[src/design/ddo_pkg.sv]
// ----------------------------------------------------------------------------
// ddo_pkg
// Shared types, constants and helper functions for the wheel odometry block.
// ----------------------------------------------------------------------------
package ddo_pkg;

    // encoder counter span used for wrap correction
    localparam int COUNT_SPAN = 65536;
    localparam logic signed [17:0] SPAN_S = 18'(COUNT_SPAN);

    // angle constants, Q29 radians
    localparam logic [31:0] PI_Q29      = 32'd1686629713;
    localparam logic [31:0] HALF_PI_Q29 = 32'd843314857;
    localparam logic [31:0] TWO_PI_Q29  = 32'd3373259426;

    // CORDIC
    localparam int          CORDIC_STEPS = 30;
    localparam int          COR_W        = 34;
    localparam logic [31:0] CORDIC_GAIN  = 32'd652032874;

    // speed scaling
    localparam logic [31:0] US_PER_S  = 32'd1000000;
    localparam int          LIN_SHIFT = 16;
    localparam int          ANG_SHIFT = 13;

    // shared multiplier and divider widths
    localparam int MUL_A_W = 56;
    localparam int MUL_B_W = 32;
    localparam int MUL_P_W = MUL_A_W + MUL_B_W;
    localparam int DIV_N_W = 80;
    localparam int DIV_D_W = 32;
    localparam int DIV_S_W = 6;
    localparam int RNUM_W  = 76;

    // divider step counts (two bits per step)
    localparam logic [DIV_S_W-1:0] WRAP_STEPS = 6'd29;
    localparam logic [DIV_S_W-1:0] RATE_STEPS = 6'd38;

    // configuration register indexes
    localparam logic [1:0] CFG_MPC = 2'd0;
    localparam logic [1:0] CFG_ITW = 2'd1;
    localparam logic [1:0] CFG_THR = 2'd2;

    // configuration reset values
    localparam logic [31:0] MPC_RST = 32'd431541;
    localparam logic [31:0] ITW_RST = 32'd28926269;
    localparam logic [15:0] THR_RST = 16'd30000;

    typedef struct packed {
        logic [15:0] left_count;
        logic [15:0] right_count;
        logic [23:0] elapsed_us;
    } t_in_item;

    typedef struct packed {
        logic               valid_res;
        logic signed [31:0] pos_x;
        logic signed [31:0] pos_y;
        logic signed [31:0] heading;
        logic signed [31:0] linear_speed;
        logic signed [31:0] angular_speed;
    } t_out_item;

    typedef enum logic [3:0] {
        ST_IDLE,
        ST_DIST_L,
        ST_DIST_R,
        ST_TURN,
        ST_WRAP_A,
        ST_ROTATE,
        ST_STEP_X,
        ST_STEP_Y,
        ST_WRAP_H,
        ST_LIN_MUL,
        ST_LIN_DIV,
        ST_ANG_MUL,
        ST_ANG_DIV,
        ST_DONE
    } t_state;

    typedef logic [CORDIC_STEPS-1:0][31:0] t_atan_tab;

    // atan(2^-i) in Q29 from the odd power series in Q62, rounded
    function automatic logic [31:0] atan_q29(input int unsigned i);
        logic [63:0] sum;
        logic [63:0] term;
        int unsigned k;
        sum = 64'd0;
        if (i == 0) begin
            return 32'd421657428;
        end
        for (k = 1; i * k < 62; k += 2) begin
            term = (64'h4000_0000_0000_0000 >> (i * k)) / 64'(k);
            if (((k >> 1) & 1) != 0) begin
                sum = sum - term;
            end else begin
                sum = sum + term;
            end
        end
        sum = (sum + 64'h1_0000_0000) >> 33;
        return sum[31:0];
    endfunction

    function automatic t_atan_tab atan_table();
        t_atan_tab t;
        for (int i = 0; i < CORDIC_STEPS; i++) begin
            t[i] = atan_q29(i);
        end
        return t;
    endfunction

    localparam t_atan_tab ATAN_TAB = atan_table();

    // count delta with wrap correction
    function automatic logic signed [17:0] fix_delta(input logic signed [17:0] d,
                                                     input logic [15:0] thr);
        logic signed [17:0] t;
        t = $signed({2'b00, thr});
        if (d > t) begin
            return d - SPAN_S;
        end else if (d < -t) begin
            return d + SPAN_S;
        end
        return d;
    endfunction

    // remainder of |v| by 2*pi plus sign of v -> angle in (-pi, pi]
    function automatic logic [31:0] wrap_fix(input logic neg, input logic [31:0] u);
        logic [32:0] r;
        r = (neg && (u != 32'd0)) ? ({1'b0, TWO_PI_Q29} - {1'b0, u}) : {1'b0, u};
        if (r > {1'b0, PI_Q29}) begin
            r = r - {1'b0, TWO_PI_Q29};
        end
        return r[31:0];
    endfunction

    // saturate a shifted magnitude quotient and apply the sign
    function automatic logic [31:0] rate_fix(input logic neg, input logic [RNUM_W-1:0] t);
        logic [31:0] lim;
        logic [31:0] mag;
        lim = neg ? 32'h8000_0000 : 32'h7FFF_FFFF;
        mag = (t > RNUM_W'(lim)) ? lim : t[31:0];
        return neg ? (32'd0 - mag) : mag;
    endfunction

endpackage

[src/design/ddo_div.sv]
// ----------------------------------------------------------------------------
// ddo_div
// Shared restoring divider, two quotient bits per cycle.
// ----------------------------------------------------------------------------
module ddo_div (
    input  logic                          i_clk,
    input  logic                          i_rst_n,
    input  logic                          i_start,
    input  logic [ddo_pkg::DIV_N_W-1:0]   i_num,
    input  logic [ddo_pkg::DIV_D_W-1:0]   i_den,
    input  logic [ddo_pkg::DIV_S_W-1:0]   i_steps,
    output logic [ddo_pkg::DIV_N_W-1:0]   o_quo,
    output logic [ddo_pkg::DIV_D_W-1:0]   o_rem,
    output logic                          o_done
);

    localparam int NW = ddo_pkg::DIV_N_W;
    localparam int DW = ddo_pkg::DIV_D_W;

    logic [NW-1:0]                 r_nq, n_nq;
    logic [DW-1:0]                 r_rem, n_rem;
    logic [DW-1:0]                 r_den;
    logic [ddo_pkg::DIV_S_W-1:0]   r_cnt, n_cnt;
    logic                          r_busy, n_busy;
    logic                          r_done, n_done;

    // numerator is left aligned; quotient bits enter at the bottom
    always_comb begin
        logic [DW:0]   rem2;
        logic          ge;
        n_nq   = r_nq;
        n_rem  = r_rem;
        n_cnt  = r_cnt;
        n_busy = r_busy;
        n_done = 1'b0;
        rem2   = '0;
        ge     = 1'b0;
        if (i_start) begin
            n_nq   = i_num;
            n_rem  = '0;
            n_cnt  = i_steps;
            n_busy = 1'b1;
        end else if (r_busy) begin
            for (int j = 0; j < 2; j++) begin
                rem2  = {n_rem, n_nq[NW-1]};
                ge    = (rem2 >= {1'b0, r_den});
                rem2  = ge ? (rem2 - {1'b0, r_den}) : rem2;
                n_rem = rem2[DW-1:0];
                n_nq  = {n_nq[NW-2:0], ge};
            end
            n_cnt = r_cnt - 1'b1;
            if (r_cnt == ddo_pkg::DIV_S_W'(1)) begin
                n_busy = 1'b0;
                n_done = 1'b1;
            end
        end
    end

    always_ff @(posedge i_clk) begin
        if (!i_rst_n) begin
            r_busy <= 1'b0;
            r_done <= 1'b0;
        end else begin
            r_busy <= n_busy;
            r_done <= n_done;
        end
        r_nq  <= n_nq;
        r_rem <= n_rem;
        r_cnt <= n_cnt;
        if (i_start) begin
            r_den <= i_den;
        end
    end

    assign o_quo  = r_nq;
    assign o_rem  = r_rem;
    assign o_done = r_done;

endmodule

[config.mk]
export PLATFORM = sky130hd
export DESIGN_NAME = ddo_div
export DESIGN_NICKNAME = d
export VERILOG_FILES = /design/src/design/ddo_pkg.sv /design/src/design/ddo_div.sv
export SDC_FILE = /design/constraint.sdc
export NUM_CORES = 1
export LEC_CHECK = 0
export BUFFER_PORTS_ARGS = -buffer_cell sky130_fd_sc_hd__buf_2
export CELL_PAD_IN_SITES_DETAIL_PLACEMENT = 2
export CELL_PAD_IN_SITES_GLOBAL_PLACEMENT = 2
export CORE_MARGIN = 4
export CORE_UTILIZATION = 34
export DETAILED_ROUTE_END_ITERATION = 12
export GPL_ROUTABILITY_DRIVEN = 1
export PLACE_DENSITY = 0.8
export SLEW_MARGIN = 20
export SYNTH_ARGS = -nofsm -noshare
export SYNTH_HDL_FRONTEND = slang
export SYNTH_SLANG_ARGS = --single-unit
[constraint.sdc]
create_clock -name i_clk -period 6.9 [get_ports i_clk]
set_input_delay 1.035 -clock i_clk [delete_from_list [all_inputs] [get_ports i_clk]]
set_output_delay 1.035 -clock i_clk [all_outputs]
set_load 0.02 [all_outputs]
# Yosys cells after proc, flatten, opt, wreduce, memory -nomap -nowiden
# Index checks and enable logic that the tools add are counted.
[totals]
ff_bits = 152
output_inout_bits = 113
elab_cells = 26
[op_classes]
add_sub_neg = 3
n_lt_le_gt_ge = 2
n_eq_ne = 1
mux = 10
bitwise_logic = 2
n_reduce_logical = 2
[op_table]
columns = ["operator", "count"]
rows = [
  ["2-to-1 mux 80 bit", 2],
  [">= comparator 33 x 32 -> 1 bit", 2],
  ["2-to-1 mux 32 bit", 2],
  ["subtractor 32 bit", 2],
  ["2-to-1 mux 6 bit", 2],
  ["== test 6 x 1 -> 1 bit (second input constant)", 1],
  ["subtractor 6 x 1 -> 6 bit (second input constant)", 1],
  ["2-to-1 mux 1 bit", 4],
  ["OR reduction 3 bit", 1],
  ["inverter 1 bit", 2],
  ["nonzero test 2 bit", 1],
]

# Depth between registers and ports, before layout
[depth]
ltp_word = 5
ltp_mapped = 26
ltp_nobuf = 23

# Worst setup path after synthesis
# Ideal clock, no wire load.
[synth_path]
path_kind = "reg-to-reg"
startpoint = "register r_rem[5] (netlist: o_rem[5])"
endpoint = "register r_rem[1] (netlist: o_rem[1])"
setup_time_ns = 0.122
arrival_ns = 5.168
setup_slack_ns = 1.610
stages_incl_launch_ff = 25
n_path_buf = 4
path_cell_list = "dfxtp_1 -> ha_1 -> a21o_1 -> a21o_1 -> a221o_1 -> o2111ai_2 -> a211oi_2 -> o21ai_1 -> clkbuf_1 -> nand2_1 -> o21ai_1 -> ha_1 -> buf_6 -> a21oi_4 -> a21boi_2 -> or4b_1 -> o21ai_2 -> a31oi_1 -> o41ai_4 -> o221ai_2 -> nor2_4 -> buf_6 -> buf_8 -> nor2_1 -> a311o_1"
[synth_via]
elab_chain_cells = 4
[synth_lines]
columns = ["element", "line", "source"]
rows = [
  ["from (decl)", "ddo_div.sv:21", "logic [DW-1:0] r_rem, n_rem;"],
  ["from (signal assigned)", "ddo_div.sv:68", "r_rem <= n_rem;"],
  [">= comparator 33 x 32 -> 1 bit or subtractor 32 bit (tied branches)", "ddo_div.sv:46, ddo_div.sv:47", ""],
  ["2-to-1 mux 32 bit *", "ddo_div.sv:47", "rem2 = ge ? (rem2 - {1'b0, r_den}) : rem2;"],
  ["subtractor 32 bit or >= comparator 33 x 32 -> 1 bit (tied branches)", "ddo_div.sv:47, ddo_div.sv:46", ""],
  ["2-to-1 mux 32 bit *", "ddo_div.sv:47", ""],
]
# Mark *: on every way between the ends. The rest lies on a longest branch, timed or not.
# A chain may end at the register's enable or synchronous reset.

# Worst setup path after layout
[layout_path]
startpoint = "register r_den[7]"
endpoint = "register r_rem[0] (netlist: o_rem[0])"
[layout_via]
elab_chain_cells = 4
[layout_lines]
columns = ["element", "line", "source"]
rows = [
  ["from (decl)", "ddo_div.sv:22", "logic [DW-1:0] r_den;"],
  ["from (signal assigned)", "ddo_div.sv:71", "r_den <= i_den;"],
  ["subtractor 32 bit or >= comparator 33 x 32 -> 1 bit (tied branches)", "ddo_div.sv:47, ddo_div.sv:46", ""],
  ["2-to-1 mux 32 bit", "ddo_div.sv:47", ""],
  [">= comparator 33 x 32 -> 1 bit *", "ddo_div.sv:46", "ge = (rem2 >= {1'b0, r_den});"],
  ["2-to-1 mux 32 bit *", "ddo_div.sv:47", ""],
]
# Marks and branches as above.

==> run metrics <==
Max Freq=0.155 GHz; # hold bufs at CTS=0; post-CTS sizing=0; vias after detailed routing=8,517; vias per inst=between 5 and 6; final WL=36.6 mm; Switch Pwr=approximately 1900 uW; GRT Util Overall=23.2%; first-pass GRT wire length=roughly 56 mm; Final Max Slew Viols=0; initial antenna violation count=11; largest area contributor in the netlist=edfxtp_1; sequential power share=27.9%; LEAKAGE=0.00534 uW; slew margin rel.=38.1%; Worst Setup Start Kind=register; final setup fails=0; Worst Path Max Fanout=31; area delta synth->final=21.8%; detailed placement HPWL=28.6 mm; setup TNS=0 ns; Int Pwr=roughly 2500 uW; EDFF count, synth=118; post-synthesis sequential area ratio=42.7%; Avg Inst Size Synth=10.3 sq um; GPL Wtd Cong=slightly below 0.9; Fin. Hold Viols=0; CTS max path bufs=2; Sw Ratio=43.8%; Initial Util=between 30% and 40%; Syn Inst Count=956; flop-to-flop setup slack=0.46 ns; largest net degree at the start of global routing=88; Top Ports=234; critical path class=reg -> reg; share of synthesized flip-flops with an asynchronous set or reset=0%; Die ar.=approximately 32,000 sq um; #FFs+latches synth=152; share of post-route cells with drive strength above 1=31.4%; RSZ-0062 raised after global routing=false; Post-CTS Setup Inserts=0; # rows=just over 60; post-synth net total=1,145; DRC=0; mapped cell area=slightly below 10,000 sq um; Worst VDD drop=0.186 mV; die width=around 180 um; Comb pwr share=50.8%; max_cap viols=0; H-tree Lvls=4; Worst Path Arrival=6.80 ns; Finished Core Util=41.9%; commonest non-fill, non-tap cell in the layout=buf_2; GRT overflow=0; number of buffers created by CTS=17; final hold slack=0.531 ns; Routed WL per cell=23.2 um; Synth area leaders=edfxtp_1 36%, mux2_2 9.1%, ha_1 8.4%; Yosys warning total=0; commonest non-fill, non-tap cells in the layout=232 x buf_2, 118 x edfxtp_1, 82 x nor2_1, 80 x mux2_2, 71 x a21oi_1; top_reg_cell synth=edfxtp_1; TritonCTS clock tree=done; area share of the largest cell type after synthesis=35.8%; Core Box Area=28,700 sq um; Clk network pwr share=21.4%; skew final=0.0165 ns; status=complete, no violations; IO Port Bufs=233; Final Cycle Share=93.4%; DRT iter0 DRCs=469; CP required=between 7 and 8 ns; vias in the first global route=9,372; antenna viol nets, final=0; drt pass-1 iters=5; Crit. End Element=register; worst slew pin tran=approximately 0.92 ns; minimum clock period after layout=about 6.4 ns; clock root buffer=clkbuf_16; worst hold path type=reg -> reg; Worst-path clk slew=0.08 ns; Synth cell types=69; NumNets Final=1,370; DIE HEIGHT=179 um; PwrDens=365 nW/um^2; clk sinks=152; Clock Latency Late Sink=0.44 ns
-- power groups by stage --
| stage | Combinational, uW | Sequential (uW) | Clock (uW) |
|---|---|---|---|
| floorplan | 1480 | 1320 | 0 |
| detailed placement | 2200 | 1250 | 0 |
| CTS | 2230 | 1230 | 962 |
| finish | 2230 | 1220 | 937 |
| global route | 2450 | 1240 | 994 |
| global placement | 2140 | 1240 | 0 |
-- layout make-up --
| class | count | area [sq um] |
|---|---|---|
| multi-input cells | 717 | 5320 |
| well taps | 384 | 480 |
| diodes | 2 | 5.00 |
| clock buffers | 18 | 429 |
| inverters | 49 | 184 |
| clock inverters | 14 | 130 |
| flip-flops and latches | 152 | 4230 |
| fillers | 3138 | 16700 |
| repair buffers | 244 | 1270 |
-- flip-flops by register name, summed over array words and instances, names as in the netlist --
name    count
o_done      1
o_quo      80
o_rem      32
r_busy      1
r_cnt       6
r_den      32
-- worst paths after layout --
kind                   from   endpoint  cells past startpoint
setup / recovery   r_den[7]   o_rem[0]                     23
setup reg to reg   r_den[7]   o_rem[0]                     23
hold reg to reg   o_rem[12]  o_rem[12]                      2
hold / removal    o_rem[12]  o_rem[12]                      2
-- cell usage after synthesis (5+ instances only) --
cell type / instances
edfxtp_1: 118
nor2_1: 82
mux2_2: 80
a21oi_1: 71
ha_1: 66
nand2_1: 64
inv_1: 49
o21ai_0: 40
xnor2_1: 36
dfxtp_1: 34
a211oi_1: 27
clkbuf_1: 27
a21o_1: 25
mux2i_1: 22
xor2_1: 22
nor3_1: 20
and3_1: 13
nand4_1: 11
a31oi_1: 10
nand2b_1: 10
nand3_1: 10
o211ai_1: 9
o21ai_1: 7
o21bai_1: 6
a2111oi_0: 5
a311o_1: 5
nor3b_1: 5
nor4_1: 5
-- kinds of logic after synthesis --
kind of cell | synth area share, %
and+or+nand+nor | 12.1
AOI/OAI and AO/OA | 16.0
DFF | 42.7
muxes | 11.6
buffers and inverters | 3.68
adders and majority gates | 8.76
xor gates and xnor gates | 5.14
-- stage by stage --
stage | setup WS, ns | total power, uW | cells | instance area [sq um]
after CTS | 0.330 | 4410 | 1578 | 12000
after global routing | 0.0518 | 4680 | 1580 | 12000
after floorplan | 1.61 | 2800 | 956 | 9890
after global placement | 0.578 | 3380 | 1546 | 11500
final | 0.456 | 4390 | 1580 | 12000
after detailed placement | 0.403 | 3450 | 1546 | 11500
-- critical path: stages (launching register included) --
cell and delay, ns:
edfxtp_1 0.36, inv_1 0.12, ha_1 0.32, and4_1 0.27
and2_1 0.22, a21boi_2 0.22, o2111ai_2 0.33, a211oi_4 0.15
o21ai_2 0.73, buf_4 0.29, nand2_1 0.06, o21ai_1 0.11
ha_1 0.37, nand3_1 0.17, a21boi_2 0.09, or4b_1 0.50
o21ai_2 0.15, a31oi_1 0.17, o41ai_4 0.39, o221ai_2 0.28
nor2_4 0.19, buf_12 0.25, mux2_1 0.35, a211oi_1 0.21
-- routing by layer --
layer | track usage (%) | share of wire [%] | vias up
met5 | 0 | 0.20 | -
met4 | 6.56 | 2.3 | 12
met3 | 6.72 | 6.2 | 49
met2 | 42.0 | 51 | 230
met1 | 26.4 | 40 | 4210
li1 | - | - | 4016
(Power assumes the default switching activity.)
