===== src/design/ddo_pkg.sv =====
// ----------------------------------------------------------------------------
// ddo_pkg
// Shared types, constants and helper functions for the wheel odometry block.
// ----------------------------------------------------------------------------
package ddo_pkg;

    // encoder counter span used for wrap correction
    localparam int COUNT_SPAN = 65536;
    localparam logic signed [17:0] SPAN_S = 18'(COUNT_SPAN);

    // angle constants, Q29 radians
    localparam logic [31:0] PI_Q29      = 32'd1686629713;
    localparam logic [31:0] HALF_PI_Q29 = 32'd843314857;
    localparam logic [31:0] TWO_PI_Q29  = 32'd3373259426;

    // CORDIC
    localparam int          CORDIC_STEPS = 30;
    localparam int          COR_W        = 34;
    localparam logic [31:0] CORDIC_GAIN  = 32'd652032874;

    // speed scaling
    localparam logic [31:0] US_PER_S  = 32'd1000000;
    localparam int          LIN_SHIFT = 16;
    localparam int          ANG_SHIFT = 13;

    // shared multiplier and divider widths
    localparam int MUL_A_W = 56;
    localparam int MUL_B_W = 32;
    localparam int MUL_P_W = MUL_A_W + MUL_B_W;
    localparam int DIV_N_W = 80;
    localparam int DIV_D_W = 32;
    localparam int DIV_S_W = 6;
    localparam int RNUM_W  = 76;

    // divider step counts (two bits per step)
    localparam logic [DIV_S_W-1:0] WRAP_STEPS = 6'd29;
    localparam logic [DIV_S_W-1:0] RATE_STEPS = 6'd38;

    // configuration register indexes
    localparam logic [1:0] CFG_MPC = 2'd0;
    localparam logic [1:0] CFG_ITW = 2'd1;
    localparam logic [1:0] CFG_THR = 2'd2;

    // configuration reset values
    localparam logic [31:0] MPC_RST = 32'd431541;
    localparam logic [31:0] ITW_RST = 32'd28926269;
    localparam logic [15:0] THR_RST = 16'd30000;

    typedef struct packed {
        logic [15:0] left_count;
        logic [15:0] right_count;
        logic [23:0] elapsed_us;
    } t_in_item;

    typedef struct packed {
        logic               valid_res;
        logic signed [31:0] pos_x;
        logic signed [31:0] pos_y;
        logic signed [31:0] heading;
        logic signed [31:0] linear_speed;
        logic signed [31:0] angular_speed;
    } t_out_item;

    typedef enum logic [3:0] {
        ST_IDLE,
        ST_DIST_L,
        ST_DIST_R,
        ST_TURN,
        ST_WRAP_A,
        ST_ROTATE,
        ST_STEP_X,
        ST_STEP_Y,
        ST_WRAP_H,
        ST_LIN_MUL,
        ST_LIN_DIV,
        ST_ANG_MUL,
        ST_ANG_DIV,
        ST_DONE
    } t_state;

    typedef logic [CORDIC_STEPS-1:0][31:0] t_atan_tab;

    // atan(2^-i) in Q29 from the odd power series in Q62, rounded
    function automatic logic [31:0] atan_q29(input int unsigned i);
        logic [63:0] sum;
        logic [63:0] term;
        int unsigned k;
        sum = 64'd0;
        if (i == 0) begin
            return 32'd421657428;
        end
        for (k = 1; i * k < 62; k += 2) begin
            term = (64'h4000_0000_0000_0000 >> (i * k)) / 64'(k);
            if (((k >> 1) & 1) != 0) begin
                sum = sum - term;
            end else begin
                sum = sum + term;
            end
        end
        sum = (sum + 64'h1_0000_0000) >> 33;
        return sum[31:0];
    endfunction

    function automatic t_atan_tab atan_table();
        t_atan_tab t;
        for (int i = 0; i < CORDIC_STEPS; i++) begin
            t[i] = atan_q29(i);
        end
        return t;
    endfunction

    localparam t_atan_tab ATAN_TAB = atan_table();

    // count delta with wrap correction
    function automatic logic signed [17:0] fix_delta(input logic signed [17:0] d,
                                                     input logic [15:0] thr);
        logic signed [17:0] t;
        t = $signed({2'b00, thr});
        if (d > t) begin
            return d - SPAN_S;
        end else if (d < -t) begin
            return d + SPAN_S;
        end
        return d;
    endfunction

    // remainder of |v| by 2*pi plus sign of v -> angle in (-pi, pi]
    function automatic logic [31:0] wrap_fix(input logic neg, input logic [31:0] u);
        logic [32:0] r;
        r = (neg && (u != 32'd0)) ? ({1'b0, TWO_PI_Q29} - {1'b0, u}) : {1'b0, u};
        if (r > {1'b0, PI_Q29}) begin
            r = r - {1'b0, TWO_PI_Q29};
        end
        return r[31:0];
    endfunction

    // saturate a shifted magnitude quotient and apply the sign
    function automatic logic [31:0] rate_fix(input logic neg, input logic [RNUM_W-1:0] t);
        logic [31:0] lim;
        logic [31:0] mag;
        lim = neg ? 32'h8000_0000 : 32'h7FFF_FFFF;
        mag = (t > RNUM_W'(lim)) ? lim : t[31:0];
        return neg ? (32'd0 - mag) : mag;
    endfunction

endpackage


===== src/design/ddo_mul.sv =====
// ----------------------------------------------------------------------------
// ddo_mul
// Shared unsigned multiplier: 56 x 32 bits in two 32 x 32 partial products.
// ----------------------------------------------------------------------------
module ddo_mul (
    input  logic                          i_clk,
    input  logic                          i_rst_n,
    input  logic                          i_start,
    input  logic [ddo_pkg::MUL_A_W-1:0]   i_a,
    input  logic [ddo_pkg::MUL_B_W-1:0]   i_b,
    output logic [ddo_pkg::MUL_P_W-1:0]   o_p,
    output logic                          o_done
);

    logic [1:0]                        r_cnt, n_cnt;
    logic [63:0]                       r_prod, n_prod;
    logic [ddo_pkg::MUL_P_W-1:0]       r_acc, n_acc;
    logic                              r_done, n_done;
    logic [31:0]                       m_a;

    // one 32x32 multiplier: low half first, high half second
    assign m_a = (r_cnt == 2'd1) ? 32'(i_a[ddo_pkg::MUL_A_W-1:32]) : i_a[31:0];

    always_comb begin
        n_cnt  = r_cnt;
        n_prod = r_prod;
        n_acc  = r_acc;
        n_done = 1'b0;
        case (r_cnt)
            2'd0: begin
                if (i_start) begin
                    n_prod = 64'(m_a) * 64'(i_b);
                    n_cnt  = 2'd1;
                end
            end
            2'd1: begin
                n_acc  = ddo_pkg::MUL_P_W'(r_prod);
                n_prod = 64'(m_a) * 64'(i_b);
                n_cnt  = 2'd2;
            end
            2'd2: begin
                n_acc  = r_acc + {r_prod[ddo_pkg::MUL_P_W-33:0], 32'd0};
                n_cnt  = 2'd0;
                n_done = 1'b1;
            end
            default: begin
                n_cnt = 2'd0;
            end
        endcase
    end

    always_ff @(posedge i_clk) begin
        if (!i_rst_n) begin
            r_cnt  <= 2'd0;
            r_done <= 1'b0;
        end else begin
            r_cnt  <= n_cnt;
            r_done <= n_done;
        end
        r_prod <= n_prod;
        r_acc  <= n_acc;
    end

    assign o_p    = r_acc;
    assign o_done = r_done;

endmodule


===== config.mk =====
export PLATFORM = sky130hd
export DESIGN_NAME = ddo_mul
export DESIGN_NICKNAME = d
export VERILOG_FILES = /design/src/design/ddo_pkg.sv /design/src/design/ddo_mul.sv
export SDC_FILE = /design/constraint.sdc
export NUM_CORES = 2
export LEC_CHECK = 0
export BUFFER_PORTS_ARGS = -buffer_cell sky130_fd_sc_hd__buf_2
export CORE_ASPECT_RATIO = 1.2
export CORE_MARGIN = 3
export CORE_UTILIZATION = 51
export DETAILED_ROUTE_END_ITERATION = 8
export HOLD_SLACK_MARGIN = 0.02
export PLACE_DENSITY = 0.79
export SYNTH_ARGS = -nofsm -noshare
export SYNTH_HDL_FRONTEND = slang
export SYNTH_SLANG_ARGS = --single-unit
export TNS_END_PERCENT = 10

===== constraint.sdc =====
create_clock -name i_clk -period 11.16 [get_ports i_clk]
set_input_delay 2.232 -clock i_clk [delete_from_list [all_inputs] [get_ports i_clk]]
set_output_delay 2.232 -clock i_clk [all_outputs]
set_load 0.01 [all_outputs]

# Word-level counts from Yosys, hierarchy flattened
# Cells that the tools add are included.
[word_totals] out_inout_bits=89 wordCells=20 register_bits=155
[op_classes] n_mul=1 reduce_logical=4 mux=7 n_eq_ne=3 add_sub_neg=1
[op_table] operator="$pmux W88 S2" count=1
[op_table] operator="$pmux W64 S2" count=1
[op_table] operator="$add A88 B88 Y88" count=1
[op_table] operator="$mul A32 B32 Y64" count=1
[op_table] operator="$mux W64" count=1
[op_table] operator="$mux W32" count=1
[op_table] operator="$pmux W2 S2" count=1
[op_table] operator="$reduce_bool A2 Y1" count=2
[op_table] operator="$eq A2 B1 Y1 const B" count=1
[op_table] operator="$eq A2 B2 Y1 const B" count=1
[op_table] operator="$logic_not A2 Y1" count=1
[op_table] operator="$mux W2" count=1
[op_table] operator="$ne A2 B2 Y1 const B" count=1
[op_table] operator="$reduce_and A2 Y1" count=1
[op_table] operator="$mux W1" count=1

# Longest topological paths before layout
[logic_depth] ltp_word=5 depth_mapped=34 ltp_nobuf=31

# Worst setup path after synthesis
# Ideal clock, no wire load.
[synth_path] path_type="input port to flip-flop" startpoint="input i_a[48] (netlist bit)" endpoint="register r_prod[52], data pin" arrival_ns=9.251 cell_stages=30 path_slack_ns=1.645 path_cell_list="mux2_2 > clkbuf_1 > nand2_1 > fa_1 > inv_1 > fa_1 > inv_1 > fa_1 > inv_1 > fa_1 > inv_1 > fa_1 > inv_1 > fa_1 > inv_1 > fa_1 > fa_1 > inv_1 > ha_1 > buf_2 > a21oi_1 > o21bai_1 > a21o_1 > or4_1 > a211oi_2 > o41ai_2 > a221oi_2 > o21ai_1 > a21oi_1 > xnor2_1"
[synth_between] elab_chain_len=4
[synth_lines] item="start: declaration" line="ddo_mul.sv:9" source="input logic [ddo_pkg::MUL_A_W-1:0] i_a,"
[synth_lines] item="$mux W32 (*)" line="ddo_mul.sv:22" source="assign m_a = (r_cnt == 2'd1) ? 32'(i_a[ddo_pkg::MUL_A_W-1:32]) : i_a[31:0];"
[synth_lines] item="$mul A32 B32 Y64 (*)" line="ddo_mul.sv:32, ddo_mul.sv:38"
[synth_lines] item="$mux W64" line="ddo_mul.sv:31" source="if (i_start) begin"
[synth_lines] item="$pmux W64 S2 (*)" line="ddo_mul.sv:29" source="case (r_cnt)"
[synth_lines] item="named net n_prod[52]" line="ddo_mul.sv:16" source="logic [63:0] r_prod, n_prod;"
[synth_lines] item="end signal: assignment" line="ddo_mul.sv:60" source="r_prod <= n_prod;"
[synth_lines] item="end: declaration" line="ddo_mul.sv:16"
# The timed path passes the listed nets; every way through them passes the cells marked *. The select of a mux whose other input is x is not followed.
# A chain may end at the register's enable or synchronous reset.

# Final worst setup path
[layout_path] startpoint="input i_a[42] (netlist bit)" endpoint="register r_prod[52], data pin"
# The elaborated chain is that of the path after synthesis.

==> summary.md <==
| Metric | Value |
|---|---|
| Netlist Area Pre-Place | `0.0423 sq mm` |
| Post-Synth XOR/XNOR Area | `0.0228` |
| Final worst slack | `1.09 ns` |
| Global-route wire length before repair | `183 mm` |
| Fin util | `0.543` |
| Final TNS setup | `0 ns` |
| Mapped Nets | `5,788` |
| Synth Area in Compound Gates | `0.0632` |
| CP max FO | `32` |
| Status | `complete, no violations` |
| Cts bufs inserted | `17` |
| Post-CTS setup buffers | `0` |
| Main combinational cell family by area after synthesis | `adder cells` |
| Max Root-Sink Buffers | `2` |
| Ys async rst share | `0` |
| Total Nets Final | `5,778` |
| Final ANT Viol Nets | `0` |
| Total of max-cap violations | `0` |
| CTS clk-pin slew, worst paths | `0.07 ns` |
| Gr ovfl total | `0` |
| Clk_lat worst skew | `0.43 ns` |
| Post-cts resize count | `0` |
| Critical path required time | `11.33 ns` |
| Clk sink count | `155` |
| Fmax | `99.3 MHz` |
| Critical Path Start Type | `input pin` |
| Placement Rows | `115` |
| Initial DRC count | `2,175` |
| Worst-Margin Slew | `0.909 ns` |
| Setup repair after global routing missed its margin | `no` |
| CP Capture Type | `flip-flop` |
| R2r startpoint | `r_cnt[1]` |
| Multiplexer share of the synthesized area | `0.0151` |
| Initial antenna violation count | `5` |
| Die area | `0.0865 sq mm` |
| Seq cells post-synth | `155` |
| Synth cell types | `81` |
| Reg2Reg Depth | `24` |
| GPL Wtd Cong | `0.954` |
| Hold Buf Count CTS | `0` |
| Hold Crit Class | `flip-flop to flip-flop` |
| Share of post-route cells with drive strength above 1 | `0.0763` |
| Skew final | `0.00892 ns` |
| Layout area overhead | `5.41%` |
| Core area | `0.0822 sq mm` |
| CTS tree | `done` |
| Gr usage total | `0.274` |
| Largest net degree at the start of global routing | `76` |
| Register area share after synthesis | `0.109` |
| Worst Path Arrival | `10.24 ns` |
| Hold path start | `r_prod[62]` |
| Most common cell after layout, fill and taps aside | `inv_1` |
| DRC Markers | `0` |
| Final period utilization | `0.902` |
| Syn_area_per_cell | `9.45 sq um` |
| Most frequent cells in the layout | `904 x inv_1, 897 x fa_1, 592 x and2_1` |
| Slew HR | `0.394` |
| Max-slew violation count | `0` |
| Initial Util | `0.515` |
| Reg2reg end | `r_prod[52]` |
| R2r setup slk | `1.53 ns` |
| Synth warn | `0` |
| Vias | `31,300` |
| Post-Synth Simple-Gate Area | `0.167` |
| I/O pin count | `180` |
| Die span in y | `322 um` |
| Vias/cell | `5.60` |
| EDFF count, synth | `152` |
| CP startpoint | `i_a[42]` |
| Vias in the first global route | `34,200` |
| Cells after synthesis | `4,479` |
| Port bufs | `179` |
| Pre-CTS WS | `0.717 ns` |
| Post-synth top flop | `edfxtp_1` |
| Setup crit end | `r_prod[52]` |
| Final min period | `10.07 ns` |
| Root buffer cell | `clkbuf_16` |
| CP Class | `input pin to flip-flop` |
| Htree depth | `4` |
| Setup violators final | `0` |
| Post-DP HPWL | `92.7 mm` |
| WL final | `116 mm` |
| DRT Pass-1 Iters | `5` |
| Wire length per cell | `20.7 um` |
| Chip Width | `269 um` |
| Final Hold Viols | `0` |
| Synth Area in Adders | `0.519` |
==> worst max-delay path: stages <==
cell      delay [ns]
buf_2           0.09
mux2_2          0.56
and2_1          0.32
fa_1            0.56
inv_1           0.07
fa_1            0.53
inv_1           0.05
fa_1            0.50
inv_1           0.06
fa_1            0.53
inv_1           0.05
fa_1            0.42
fa_1            0.46
fa_1            0.51
inv_1           0.05
fa_1            0.48
inv_1           0.04
ha_1            0.37
a21oi_1         0.34
o21ai_0         0.11
or4_1           0.50
a211oi_2        0.35
o41ai_2         0.18
a221oi_2        0.45
o21ai_1         0.13
a21oi_1         0.19
xnor2_1         0.08
==> cells in the mapped netlist, types with 4 or more instances <==
| cell type | n | share of area |
|---|---|---|
| a211o_1 | 4 | 0.00083 |
| a211oi_1 | 14 | 0.0025 |
| a21o_1 | 67 | 0.012 |
| a21oi_1 | 138 | 0.016 |
| a31oi_1 | 7 | 0.0010 |
| and2_1 | 592 | 0.088 |
| buf_2 | 8 | 0.00095 |
| buf_4 | 7 | 0.0012 |
| clkbuf_1 | 224 | 0.020 |
| edfxtp_1 | 152 | 0.11 |
| fa_1 | 897 | 0.42 |
| ha_1 | 321 | 0.095 |
| inv_1 | 904 | 0.080 |
| mux2_2 | 53 | 0.014 |
| mux2i_1 | 4 | 0.00095 |
| nand2_1 | 537 | 0.048 |
| nand2b_1 | 10 | 0.0015 |
| nand3_1 | 24 | 0.0028 |
| nand4_1 | 37 | 0.0055 |
| nor2_1 | 91 | 0.0081 |
| nor2b_1 | 49 | 0.0072 |
| nor3_1 | 18 | 0.0021 |
| o211ai_1 | 11 | 0.0020 |
| o21a_1 | 12 | 0.0021 |
| o21ai_0 | 66 | 0.0078 |
| o21bai_1 | 26 | 0.0046 |
| o31a_1 | 4 | 0.00083 |
| o31ai_1 | 6 | 0.0011 |
| o41ai_2 | 4 | 0.0015 |
| or2_2 | 4 | 0.00059 |
| or3_1 | 4 | 0.00059 |
| xnor2_1 | 68 | 0.014 |
| xor2_1 | 42 | 0.0087 |
==> worst min path at each step <==
stage | end | depth (start not counted)
finish | o_p[62] | 2
global route | o_p[60] | 1
CTS | o_p[62] | 2
detailed placement | o_p[62] | 2
global placement | o_p[62] | 2
floorplan | r_cnt[0] | 1
==> through the flow <==
step,cell area (sq um),hold WS (ns),cells
2_1_floorplan,42300,0.499,4479
3_3_place_gp,43900,0.517,5561
3_5_place_dp,43900,0.522,5561
4_1_cts,44600,0.544,5593
5_1_grt,44600,0.571,5594
6_report,44600,0.539,5597
==> logic make-up (layout without fill, tap and decap cells) <==
family,count (synthesis),in the layout
mux,57,57
buf+inv,1149,1152
fa+ha+maj,1218,1218
simple gates,1386,1386
compound gates,404,404
other cells,0,4
xor+xnor,110,110
flops,155,155
==> state kept, by name, indices dropped and copies added (netlist names) <==
| register | count |
|---|---|
| o_p | 88 |
| r_prod | 64 |
| r_cnt | 2 |
| o_done | 1 |
==> metal layers <==
layer / up-vias / part of all wire / GRT usage / wire length (um)
met2: 1420 / 0.50 / 0.478 / 57900
met1: 15900 / 0.36 / 0.323 / 42100
met3: 440 / 0.072 / 0.0431 / 8380
met5: - / 0.00011 / 0 / 13
met4: 2 / 0.065 / 0.151 / 7530
li1: 13500 / - / - / -
==> cell type report <==
| cell class | count | area (sq um) |
|---|---|---|
| multi-input cells | 3175 | 33400 |
| repair buffers | 215 | 1170 |
| clock inverters | 15 | 229 |
| clock buffers | 17 | 425 |
| flip-flops and latches | 155 | 4620 |
| well taps | 1111 | 1390 |
| diodes | 4 | 10.0 |
| inverters | 905 | 3400 |
| fillers | 7040 | 37600 |
Power is left out: the tool's default activity adds up to more than one toggle a clock period on the data nets, which glitch-free logic cannot reach.
