$ cat config.mk
export PLATFORM = sky130hd
export DESIGN_NAME = ddo_cordic
export DESIGN_NICKNAME = d
export VERILOG_FILES = /design/src/design/ddo_pkg.sv /design/src/design/ddo_cordic.sv
export SDC_FILE = /design/constraint.sdc
export NUM_CORES = 1
export LEC_CHECK = 0
export ABC_AREA = 1
export BUFFER_PORTS_ARGS = -buffer_cell sky130_fd_sc_hd__clkbuf_2
export CAP_MARGIN = 20
export CORE_MARGIN = 2
export CORE_UTILIZATION = 38
export CTS_BUF_LIST = sky130_fd_sc_hd__clkbuf_16
export DETAILED_ROUTE_END_ITERATION = 10
export PLACE_DENSITY = 0.66
export SLEW_MARGIN = 30
export SYNTH_ARGS = -nofsm -noshare
export SYNTH_HDL_FRONTEND = slang
export SYNTH_SLANG_ARGS = --single-unit
$ cat constraint.sdc
create_clock -name i_clk -period 4.5 [get_ports i_clk]
set_input_delay 0.225 -clock i_clk [delete_from_list [all_inputs] [get_ports i_clk]]
set_output_delay 0.225 -clock i_clk [all_outputs]
set_load 0.02 [all_outputs]
$ cat src/design/ddo_pkg.sv
// ----------------------------------------------------------------------------
// ddo_pkg
// Shared types, constants and helper functions for the wheel odometry block.
// ----------------------------------------------------------------------------
package ddo_pkg;

    // encoder counter span used for wrap correction
    localparam int COUNT_SPAN = 65536;
    localparam logic signed [17:0] SPAN_S = 18'(COUNT_SPAN);

    // angle constants, Q29 radians
    localparam logic [31:0] PI_Q29      = 32'd1686629713;
    localparam logic [31:0] HALF_PI_Q29 = 32'd843314857;
    localparam logic [31:0] TWO_PI_Q29  = 32'd3373259426;

    // CORDIC
    localparam int          CORDIC_STEPS = 30;
    localparam int          COR_W        = 34;
    localparam logic [31:0] CORDIC_GAIN  = 32'd652032874;

    // speed scaling
    localparam logic [31:0] US_PER_S  = 32'd1000000;
    localparam int          LIN_SHIFT = 16;
    localparam int          ANG_SHIFT = 13;

    // shared multiplier and divider widths
    localparam int MUL_A_W = 56;
    localparam int MUL_B_W = 32;
    localparam int MUL_P_W = MUL_A_W + MUL_B_W;
    localparam int DIV_N_W = 80;
    localparam int DIV_D_W = 32;
    localparam int DIV_S_W = 6;
    localparam int RNUM_W  = 76;

    // divider step counts (two bits per step)
    localparam logic [DIV_S_W-1:0] WRAP_STEPS = 6'd29;
    localparam logic [DIV_S_W-1:0] RATE_STEPS = 6'd38;

    // configuration register indexes
    localparam logic [1:0] CFG_MPC = 2'd0;
    localparam logic [1:0] CFG_ITW = 2'd1;
    localparam logic [1:0] CFG_THR = 2'd2;

    // configuration reset values
    localparam logic [31:0] MPC_RST = 32'd431541;
    localparam logic [31:0] ITW_RST = 32'd28926269;
    localparam logic [15:0] THR_RST = 16'd30000;

    typedef struct packed {
        logic [15:0] left_count;
        logic [15:0] right_count;
        logic [23:0] elapsed_us;
    } t_in_item;

    typedef struct packed {
        logic               valid_res;
        logic signed [31:0] pos_x;
        logic signed [31:0] pos_y;
        logic signed [31:0] heading;
        logic signed [31:0] linear_speed;
        logic signed [31:0] angular_speed;
    } t_out_item;

    typedef enum logic [3:0] {
        ST_IDLE,
        ST_DIST_L,
        ST_DIST_R,
        ST_TURN,
        ST_WRAP_A,
        ST_ROTATE,
        ST_STEP_X,
        ST_STEP_Y,
        ST_WRAP_H,
        ST_LIN_MUL,
        ST_LIN_DIV,
        ST_ANG_MUL,
        ST_ANG_DIV,
        ST_DONE
    } t_state;

    typedef logic [CORDIC_STEPS-1:0][31:0] t_atan_tab;

    // atan(2^-i) in Q29 from the odd power series in Q62, rounded
    function automatic logic [31:0] atan_q29(input int unsigned i);
        logic [63:0] sum;
        logic [63:0] term;
        int unsigned k;
        sum = 64'd0;
        if (i == 0) begin
            return 32'd421657428;
        end
        for (k = 1; i * k < 62; k += 2) begin
            term = (64'h4000_0000_0000_0000 >> (i * k)) / 64'(k);
            if (((k >> 1) & 1) != 0) begin
                sum = sum - term;
            end else begin
                sum = sum + term;
            end
        end
        sum = (sum + 64'h1_0000_0000) >> 33;
        return sum[31:0];
    endfunction

    function automatic t_atan_tab atan_table();
        t_atan_tab t;
        for (int i = 0; i < CORDIC_STEPS; i++) begin
            t[i] = atan_q29(i);
        end
        return t;
    endfunction

    localparam t_atan_tab ATAN_TAB = atan_table();

    // count delta with wrap correction
    function automatic logic signed [17:0] fix_delta(input logic signed [17:0] d,
                                                     input logic [15:0] thr);
        logic signed [17:0] t;
        t = $signed({2'b00, thr});
        if (d > t) begin
            return d - SPAN_S;
        end else if (d < -t) begin
            return d + SPAN_S;
        end
        return d;
    endfunction

    // remainder of |v| by 2*pi plus sign of v -> angle in (-pi, pi]
    function automatic logic [31:0] wrap_fix(input logic neg, input logic [31:0] u);
        logic [32:0] r;
        r = (neg && (u != 32'd0)) ? ({1'b0, TWO_PI_Q29} - {1'b0, u}) : {1'b0, u};
        if (r > {1'b0, PI_Q29}) begin
            r = r - {1'b0, TWO_PI_Q29};
        end
        return r[31:0];
    endfunction

    // saturate a shifted magnitude quotient and apply the sign
    function automatic logic [31:0] rate_fix(input logic neg, input logic [RNUM_W-1:0] t);
        logic [31:0] lim;
        logic [31:0] mag;
        lim = neg ? 32'h8000_0000 : 32'h7FFF_FFFF;
        mag = (t > RNUM_W'(lim)) ? lim : t[31:0];
        return neg ? (32'd0 - mag) : mag;
    endfunction

endpackage

$ cat src/design/ddo_cordic.sv
// ----------------------------------------------------------------------------
// ddo_cordic
// Iterative rotation CORDIC: angle in Q29 to cosine and sine in Q30.
// ----------------------------------------------------------------------------
module ddo_cordic (
    input  logic                               i_clk,
    input  logic                               i_rst_n,
    input  logic                               i_start,
    input  logic signed [31:0]                 i_angle,
    output logic signed [ddo_pkg::COR_W-1:0]   o_cos,
    output logic signed [ddo_pkg::COR_W-1:0]   o_sin,
    output logic                               o_done
);

    localparam int W = ddo_pkg::COR_W;

    logic signed [W-1:0] r_x, r_y, r_z, n_x, n_y, n_z;
    logic                r_neg, n_neg;
    logic [4:0]          r_i, n_i;
    logic                r_busy, n_busy;
    logic                r_done, n_done;

    logic signed [W-1:0] z_in, xs, ys, at;

    assign z_in = W'(i_angle);
    assign xs   = r_x >>> r_i;
    assign ys   = r_y >>> r_i;
    assign at   = $signed(W'(ddo_pkg::ATAN_TAB[r_i]));

    always_comb begin
        n_x    = r_x;
        n_y    = r_y;
        n_z    = r_z;
        n_neg  = r_neg;
        n_i    = r_i;
        n_busy = r_busy;
        n_done = 1'b0;
        if (i_start) begin
            // fold into [-pi/2, pi/2], negate the result afterwards
            n_x    = $signed(W'(ddo_pkg::CORDIC_GAIN));
            n_y    = '0;
            n_i    = 5'd0;
            n_busy = 1'b1;
            n_neg  = 1'b0;
            n_z    = z_in;
            if (z_in > $signed(W'(ddo_pkg::HALF_PI_Q29))) begin
                n_z   = z_in - $signed(W'(ddo_pkg::PI_Q29));
                n_neg = 1'b1;
            end else if (z_in < -$signed(W'(ddo_pkg::HALF_PI_Q29))) begin
                n_z   = z_in + $signed(W'(ddo_pkg::PI_Q29));
                n_neg = 1'b1;
            end
        end else if (r_busy) begin
            if (r_z >= 0) begin
                n_x = r_x - ys;
                n_y = r_y + xs;
                n_z = r_z - at;
            end else begin
                n_x = r_x + ys;
                n_y = r_y - xs;
                n_z = r_z + at;
            end
            n_i = r_i + 5'd1;
            if (r_i == 5'(ddo_pkg::CORDIC_STEPS - 1)) begin
                n_busy = 1'b0;
                n_done = 1'b1;
            end
        end
    end

    always_ff @(posedge i_clk) begin
        if (!i_rst_n) begin
            r_busy <= 1'b0;
            r_done <= 1'b0;
            r_i    <= 5'd0;
        end else begin
            r_busy <= n_busy;
            r_done <= n_done;
            r_i    <= n_i;
        end
        r_x   <= n_x;
        r_y   <= n_y;
        r_z   <= n_z;
        r_neg <= n_neg;
    end

    assign o_cos  = r_neg ? -r_x : r_x;
    assign o_sin  = r_neg ? -r_y : r_y;
    assign o_done = r_done;

endmodule

Yosys cells after proc, flatten, opt, wreduce, memory -nomap -nowiden --
Memory sizes are Yosys's and may differ from the RTL's. A register that Yosys moved wholly into a read port is not among the register bits. Index checks and enable logic that the tools add are counted.
Storage, ports and cells: output and inout port bits 69, logic and storage cells 48, bits in registers 110, memories 1, input bits 35, memory bits (read-only) 1024
Memories:
- (no name shown) | depth 32, width 32, read ports 1, clocked after Yosys merged registers in 1, write ports 0, line ddo_cordic.sv:28 | assign at = $signed(W'(ddo_pkg::ATAN_TAB[r_i]));
Cells by class: order comparisons 4, equal/unequal tests 1, muxes and demuxes 17, shift-type cells 2, reductions and logical operators 3, add/subtract/negate cells 11, bitwise gates (word level) 2
Operators with widths (number):
- two-way mux 34 bit | 9
- adder 34 bit | 2
- negation 34 bit | 2
- >>> shifter 34 x 5 -> 34 bit | 2
- subtractor 34 bit | 2
- adder 34 x 33 -> 34 bit | 1
- >= comparator 34 x 1 -> 1 bit (second input constant) | 1
- subtractor 34 x 33 -> 34 bit | 1
- adder 32 x 32 -> 33 bit (second input constant) | 1
- subtractor 32 x 32 -> 33 bit (second input constant) | 1
- greater-than comparator 32 x 31 -> 1 bit (second input constant) | 1
- < comparator 32 x 31 -> 1 bit (second input constant) | 1
- two-way mux 32 bit | 1
- two-way mux 5 bit | 2
- < comparator 5 x 6 -> 1 bit (second input constant) | 1
- adder 5 x 1 -> 5 bit (second input constant) | 1
- equality test 5 bit (second input constant) | 1
- two-way mux 1 bit | 5
- OR reduction 3 bit | 1
- inverter 1 bit | 2
- nonzero test 2 bit | 1
- OR reduction 2 bit | 1

Longest topological paths before layout --
depth in word-level cells 6, gate-level depth with buffers 41, mapped depth without buffers 38

Worst setup path before layout --
Ideal clock, no wire load.
path type reg2reg, start point reg r_i[0], end point reg r_x[29], setup time 0.115 ns, setup slack 0.322 ns, path buffers 3, period minus slack after synthesis 4.178 ns, stages on the path, launching flop included 35, data arrival time 4.063 ns, data required time 4.385 ns, cell sequence dfxtp_1 buf_4 inv_2 buf_6 buf_12 nand2_2 nand3_1 nand3_1 nand3_1 nand3_1 nand2_1 inv_1 ha_1 nand3b_4 nor2_4 inv_2 nor2_2 inv_2 nor2_1 inv_2 o21ai_1 xor2_1 ha_1 a21oi_1 inv_1 a21oi_1 a21boi_0 inv_1 nand2_1 nand2_1 a21oi_1 o21ai_0 or2_2 nand3_1 nand2_1
On the way: cells in the longest elaborated chain, start to end 3, elaborated cells on any way between the ends 4, those cells by class 2 x add/sub; 1 x shift; 1 x mux
Ends and longest elaborated chain:
- start: declaration | line ddo_cordic.sv:19 | logic [4:0] r_i, n_i;
- start signal: assignment | line ddo_cordic.sv:79 | r_i <= n_i;
- >>> shifter 34 x 5 -> 34 bit (*) | line ddo_cordic.sv:27 | assign ys = r_y >>> r_i;
- adder 34 bit or subtractor 34 bit (tied branches) | line ddo_cordic.sv:59, ddo_cordic.sv:55
- two-way mux 34 bit (*) | line ddo_cordic.sv:54 | if (r_z >= 0) begin
- end signal: assignment | line ddo_cordic.sv:81 | r_x <= n_x;
- end: declaration | line ddo_cordic.sv:17 | logic signed [W-1:0] r_x, r_y, r_z, n_x, n_y, n_z;
Every way passes the cells marked *; elsewhere a longest branch is shown, timed or not. A chain may end at the register's enable or synchronous reset.

Worst setup path after layout --
start point reg r_i[1], end point reg r_y[33]
On the way: cells in the longest elaborated chain, start to end 3, elaborated cells on any way between the ends 4, those cells by class 2 x add/sub; 1 x shift; 1 x mux
Ends and longest elaborated chain:
- >>> shifter 34 x 5 -> 34 bit (*) | line ddo_cordic.sv:26 | assign xs = r_x >>> r_i;
- subtractor 34 bit or adder 34 bit (tied branches) | line ddo_cordic.sv:60, ddo_cordic.sv:56
- two-way mux 34 bit (*) | line ddo_cordic.sv:54
- end signal: assignment | line ddo_cordic.sv:82 | r_y <= n_y;
- end: declaration | line ddo_cordic.sv:17
Marked as above.

==> flow_metrics.env <==
export IMPL_ctsHoldBuffers=0
export IMPL_status="finished clean"
export IMPL_nFillCells=5293
export IMPL_vdd_drop_max_mv=0.324
export IMPL_cts_sinks=139
export IMPL_grt_antenna_before_repair=0
export IMPL_seq_area_um2=3140
export IMPL_ys_flop_type="dfxtp_1"
export IMPL_cts_tree="done"
export IMPL_synth_top_family_by_area="simple AND/OR/NAND/NOR gates"
export IMPL_finalSetupViolations=0
export IMPL_cp_arrival_ns=4.74
export IMPL_finish_utilization=0.510
export IMPL_pwr_share_comb=0.787
export IMPL_num_rows=83
export IMPL_p_sw_mw=8.37
export IMPL_p_int_mw=8.44
export IMPL_final_hold_violation_count=0
export IMPL_switching_share=0.498
export IMPL_die_area_um2=54200
export IMPL_worstSetupPathType="register to register"
export IMPL_hold_class="input port to register"
export IMPL_die_w_um=233
export IMPL_max_freq_mhz=231
export IMPL_synth_area_mux_share=0.000503
export IMPL_initial_core_util=0.386
export IMPL_syn_inst=3408
export IMPL_vias=24000
export IMPL_first_iter_violations=1991
export IMPL_drtPass1Iterations=6
export IMPL_p_leak_nw=13.1
export IMPL_grt_overflow=0
export IMPL_syn_cell_area_um2=19900
export IMPL_wl_mm=73.4
export IMPL_pwr_density_cell_nw_per_um2=640
export IMPL_hpwl_mm=55.3
export IMPL_cp_common_cell="nand2_2"
export IMPL_slew_viol_final=0
export IMPL_clk_path_buf_depth=2
export IMPL_critical_path_slowest_cell="dfxtp_4"
export IMPL_finalSetupTns_ns=0
export IMPL_synthXorXnorAreaFrac=0.0854
export IMPL_yosys_area_share_simple=0.412
export IMPL_synth_seq_area_share=0.158
export IMPL_ys_seq_elements=139
export IMPL_grt_usage=0.258
export IMPL_dp_cells=4448
export IMPL_slew_limit_headroom=0.420
export IMPL_power_frac_seq=0.118
export IMPL_cts_root_buf="clkbuf_16"
export IMPL_maxCapViolCount=0
export IMPL_stdcell_count=4516
export IMPL_fin_nets=3977
export IMPL_worstMarginPinSlew_ns=0.867
export IMPL_ant_nets=0
export IMPL_clock_skew_ns=0.0115
export IMPL_yosysUniqueCellTypes=65
export IMPL_cts_buffers=17
export IMPL_rsz0062_at_grt="true"
export IMPL_grt_pass1_wl_mm=112
export IMPL_clk_pin_slew_ns=0.07
export IMPL_drive_above_1_share=0.244
export IMPL_grt_max_degree=64
export IMPL_viasPerCell=5.32
export IMPL_chipHeight_um=233
export IMPL_end_kind="register"
export IMPL_slowest_delay_ns=0.43
export IMPL_synthesis_nets=3562
export IMPL_cts_htree_levels=4
export IMPL_grt_pass1_vias=21600
export IMPL_io_pins=104
export IMPL_synth_async_sr_flop_share=0
export IMPL_multi_input_area_um2=15900
export IMPL_diodes=0
export IMPL_avgSynthCellArea_um2=5.84
export IMPL_crit_fanout=6
export IMPL_drcViolationCount=0
export IMPL_numPortBuffers=103
export IMPL_clk_latency_ns=0.50
export IMPL_clockPowerShare=0.095
export IMPL_synth_compound_area_frac=0.159
export IMPL_core_area_um2=51500
export IMPL_area_delta_synth_final_pct=32.0
export IMPL_synth_edf_count=35
export IMPL_avgRoutedWirePerCell_um=16.3
export IMPL_gp_congestion=0.968
export IMPL_cp_required_ns=4.90
export IMPL_synth_warnings=0
export IMPL_finalCritPeriodShare=0.964
export IMPL_startpoint_type="register"
export IMPL_synth_fa_ha_area_frac=0.0760
export IMPL_post_route_min_period_ns=4.34
==> path summary, 6_finish.rpt <==
kind / cells after the start / slack, ns / start / to
hold / removal: 3 / 0.03 / i_rst_n / r_busy
setup / recovery: 35 / 0.16 / r_i[1] / r_y[33]
hold reg to reg: 2 / 0.60 / r_y[2] / r_y[2]
setup reg to reg: 35 / 0.16 / r_i[1] / r_y[33]
==> cell families after synthesis <==
| kind of cell | after synthesis |
|---|---|
| simple gates | 1852 |
| buf+inv | 543 |
| compound gates | 560 |
| fa+ha+maj | 119 |
| mux | 1 |
| xor+xnor | 194 |
| flops | 139 |
==> what timing repair did <==
action                                  CTS  global route
buffers inserted                          0            24
pin swaps                                 2            91
gates resized for setup                   8           320
hold endpoints to repair                  0             0
cloned                                    0            12
endpoints found under the setup margin    6            41
==> critical path: cells and delay by family (launching register included) <==
family	cells	cell delay, ns
DFF	1	0.43
AOI/OAI and AO/OA	5	0.85
and+or+nand+nor	24	2.15
buffers and inverters	4	0.47
adders and majority gates	2	0.35
==> flip-flops by register name (all words and copies together) (netlist names) <==
name / count
r_i: 5
r_neg: 1
at: 29
r_x: 34
r_busy: 1
r_y: 34
r_z: 34
o_done: 1
==> per-layer routing <==
metal	vias to the layer above	wire, um	global-route usage
li1	12200	-	-
met1	10900	32400	0.332
met2	749	34900	0.444
met3	145	3610	0.0292
met4	0	2570	0.0876
met5	-	0	0
==> cell type report <==
type / count / share of cell area
multi-input combinational: 2726 / 0.604
timing repair buffer: 537 / 0.162
tap: 680 / 0.0324
inverter: 402 / 0.0581
clock buffer: 19 / 0.0181
sequential: 139 / 0.120
clock inverter: 13 / 0.00605
==> cell usage after synthesis (all sizes together), types with 18 or more instances <==
library cell	n	area (um2)
a31oi	42	263
nand3	512	2640
nand4	32	200
dfxtp	104	2080
o211ai	18	135
or2	19	119
a21oi	205	1030
buf	73	414
nor2	328	1310
clkbuf	68	255
nor4	23	165
nor3	47	240
inv	399	1500
edfxtp	35	1050
ha	116	1450
o21ai	190	958
nand2	879	3410
xor2	140	1230
o22ai	29	181
xnor2	54	473
==> per-stage QoR <==
step / hold WS (ns) / total power, mW / setup WS (ns) / instance area [um2]
after floorplan: 0.337 / 9.40 / 0.322 / 19900
after global routing: 0.0317 / 18.4 / -0.143 / 26300
after global placement: 0.543 / 14.1 / -0.135 / 23800
after detailed placement: 0.548 / 14.2 / -0.202 / 23800
after CTS: 0.0129 / 15.9 / 0.000504 / 24500
final: 0.0336 / 16.8 / 0.162 / 26300
==> power by group through the flow <==
stage	Clock, mW	Sequential, mW	Combinational (mW)
final	1.60	1.98	13.2
after global routing	1.68	2.01	14.7
after CTS	1.63	1.97	12.3
after floorplan	0	1.89	7.50
after detailed placement	0	1.99	12.2
after global placement	0	1.99	12.1
==> cell usage in the layout, fill, tap and decap left out, types with 16 or more instances in the layout <==
master     instances
nand2_1          796
buf_4            396
nand3_1          386
inv_1            382
nor2_1           290
a21oi_1          185
o21ai_0          151
xor2_1           140
nand3_2          119
ha_1             104
clkbuf_2         102
dfxtp_1          100
nand2_2           75
xnor2_1           53
nor3_1            41
a31oi_1           37
edfxtp_1          35
nand4_1           32
o22ai_1           29
clkbuf_16         28
o21ai_1           26
nor2_2            25
buf_12            21
a21oi_2           20
o211ai_1          18
or2_2             17
inv_2             16
(Power assumes the default switching activity.)
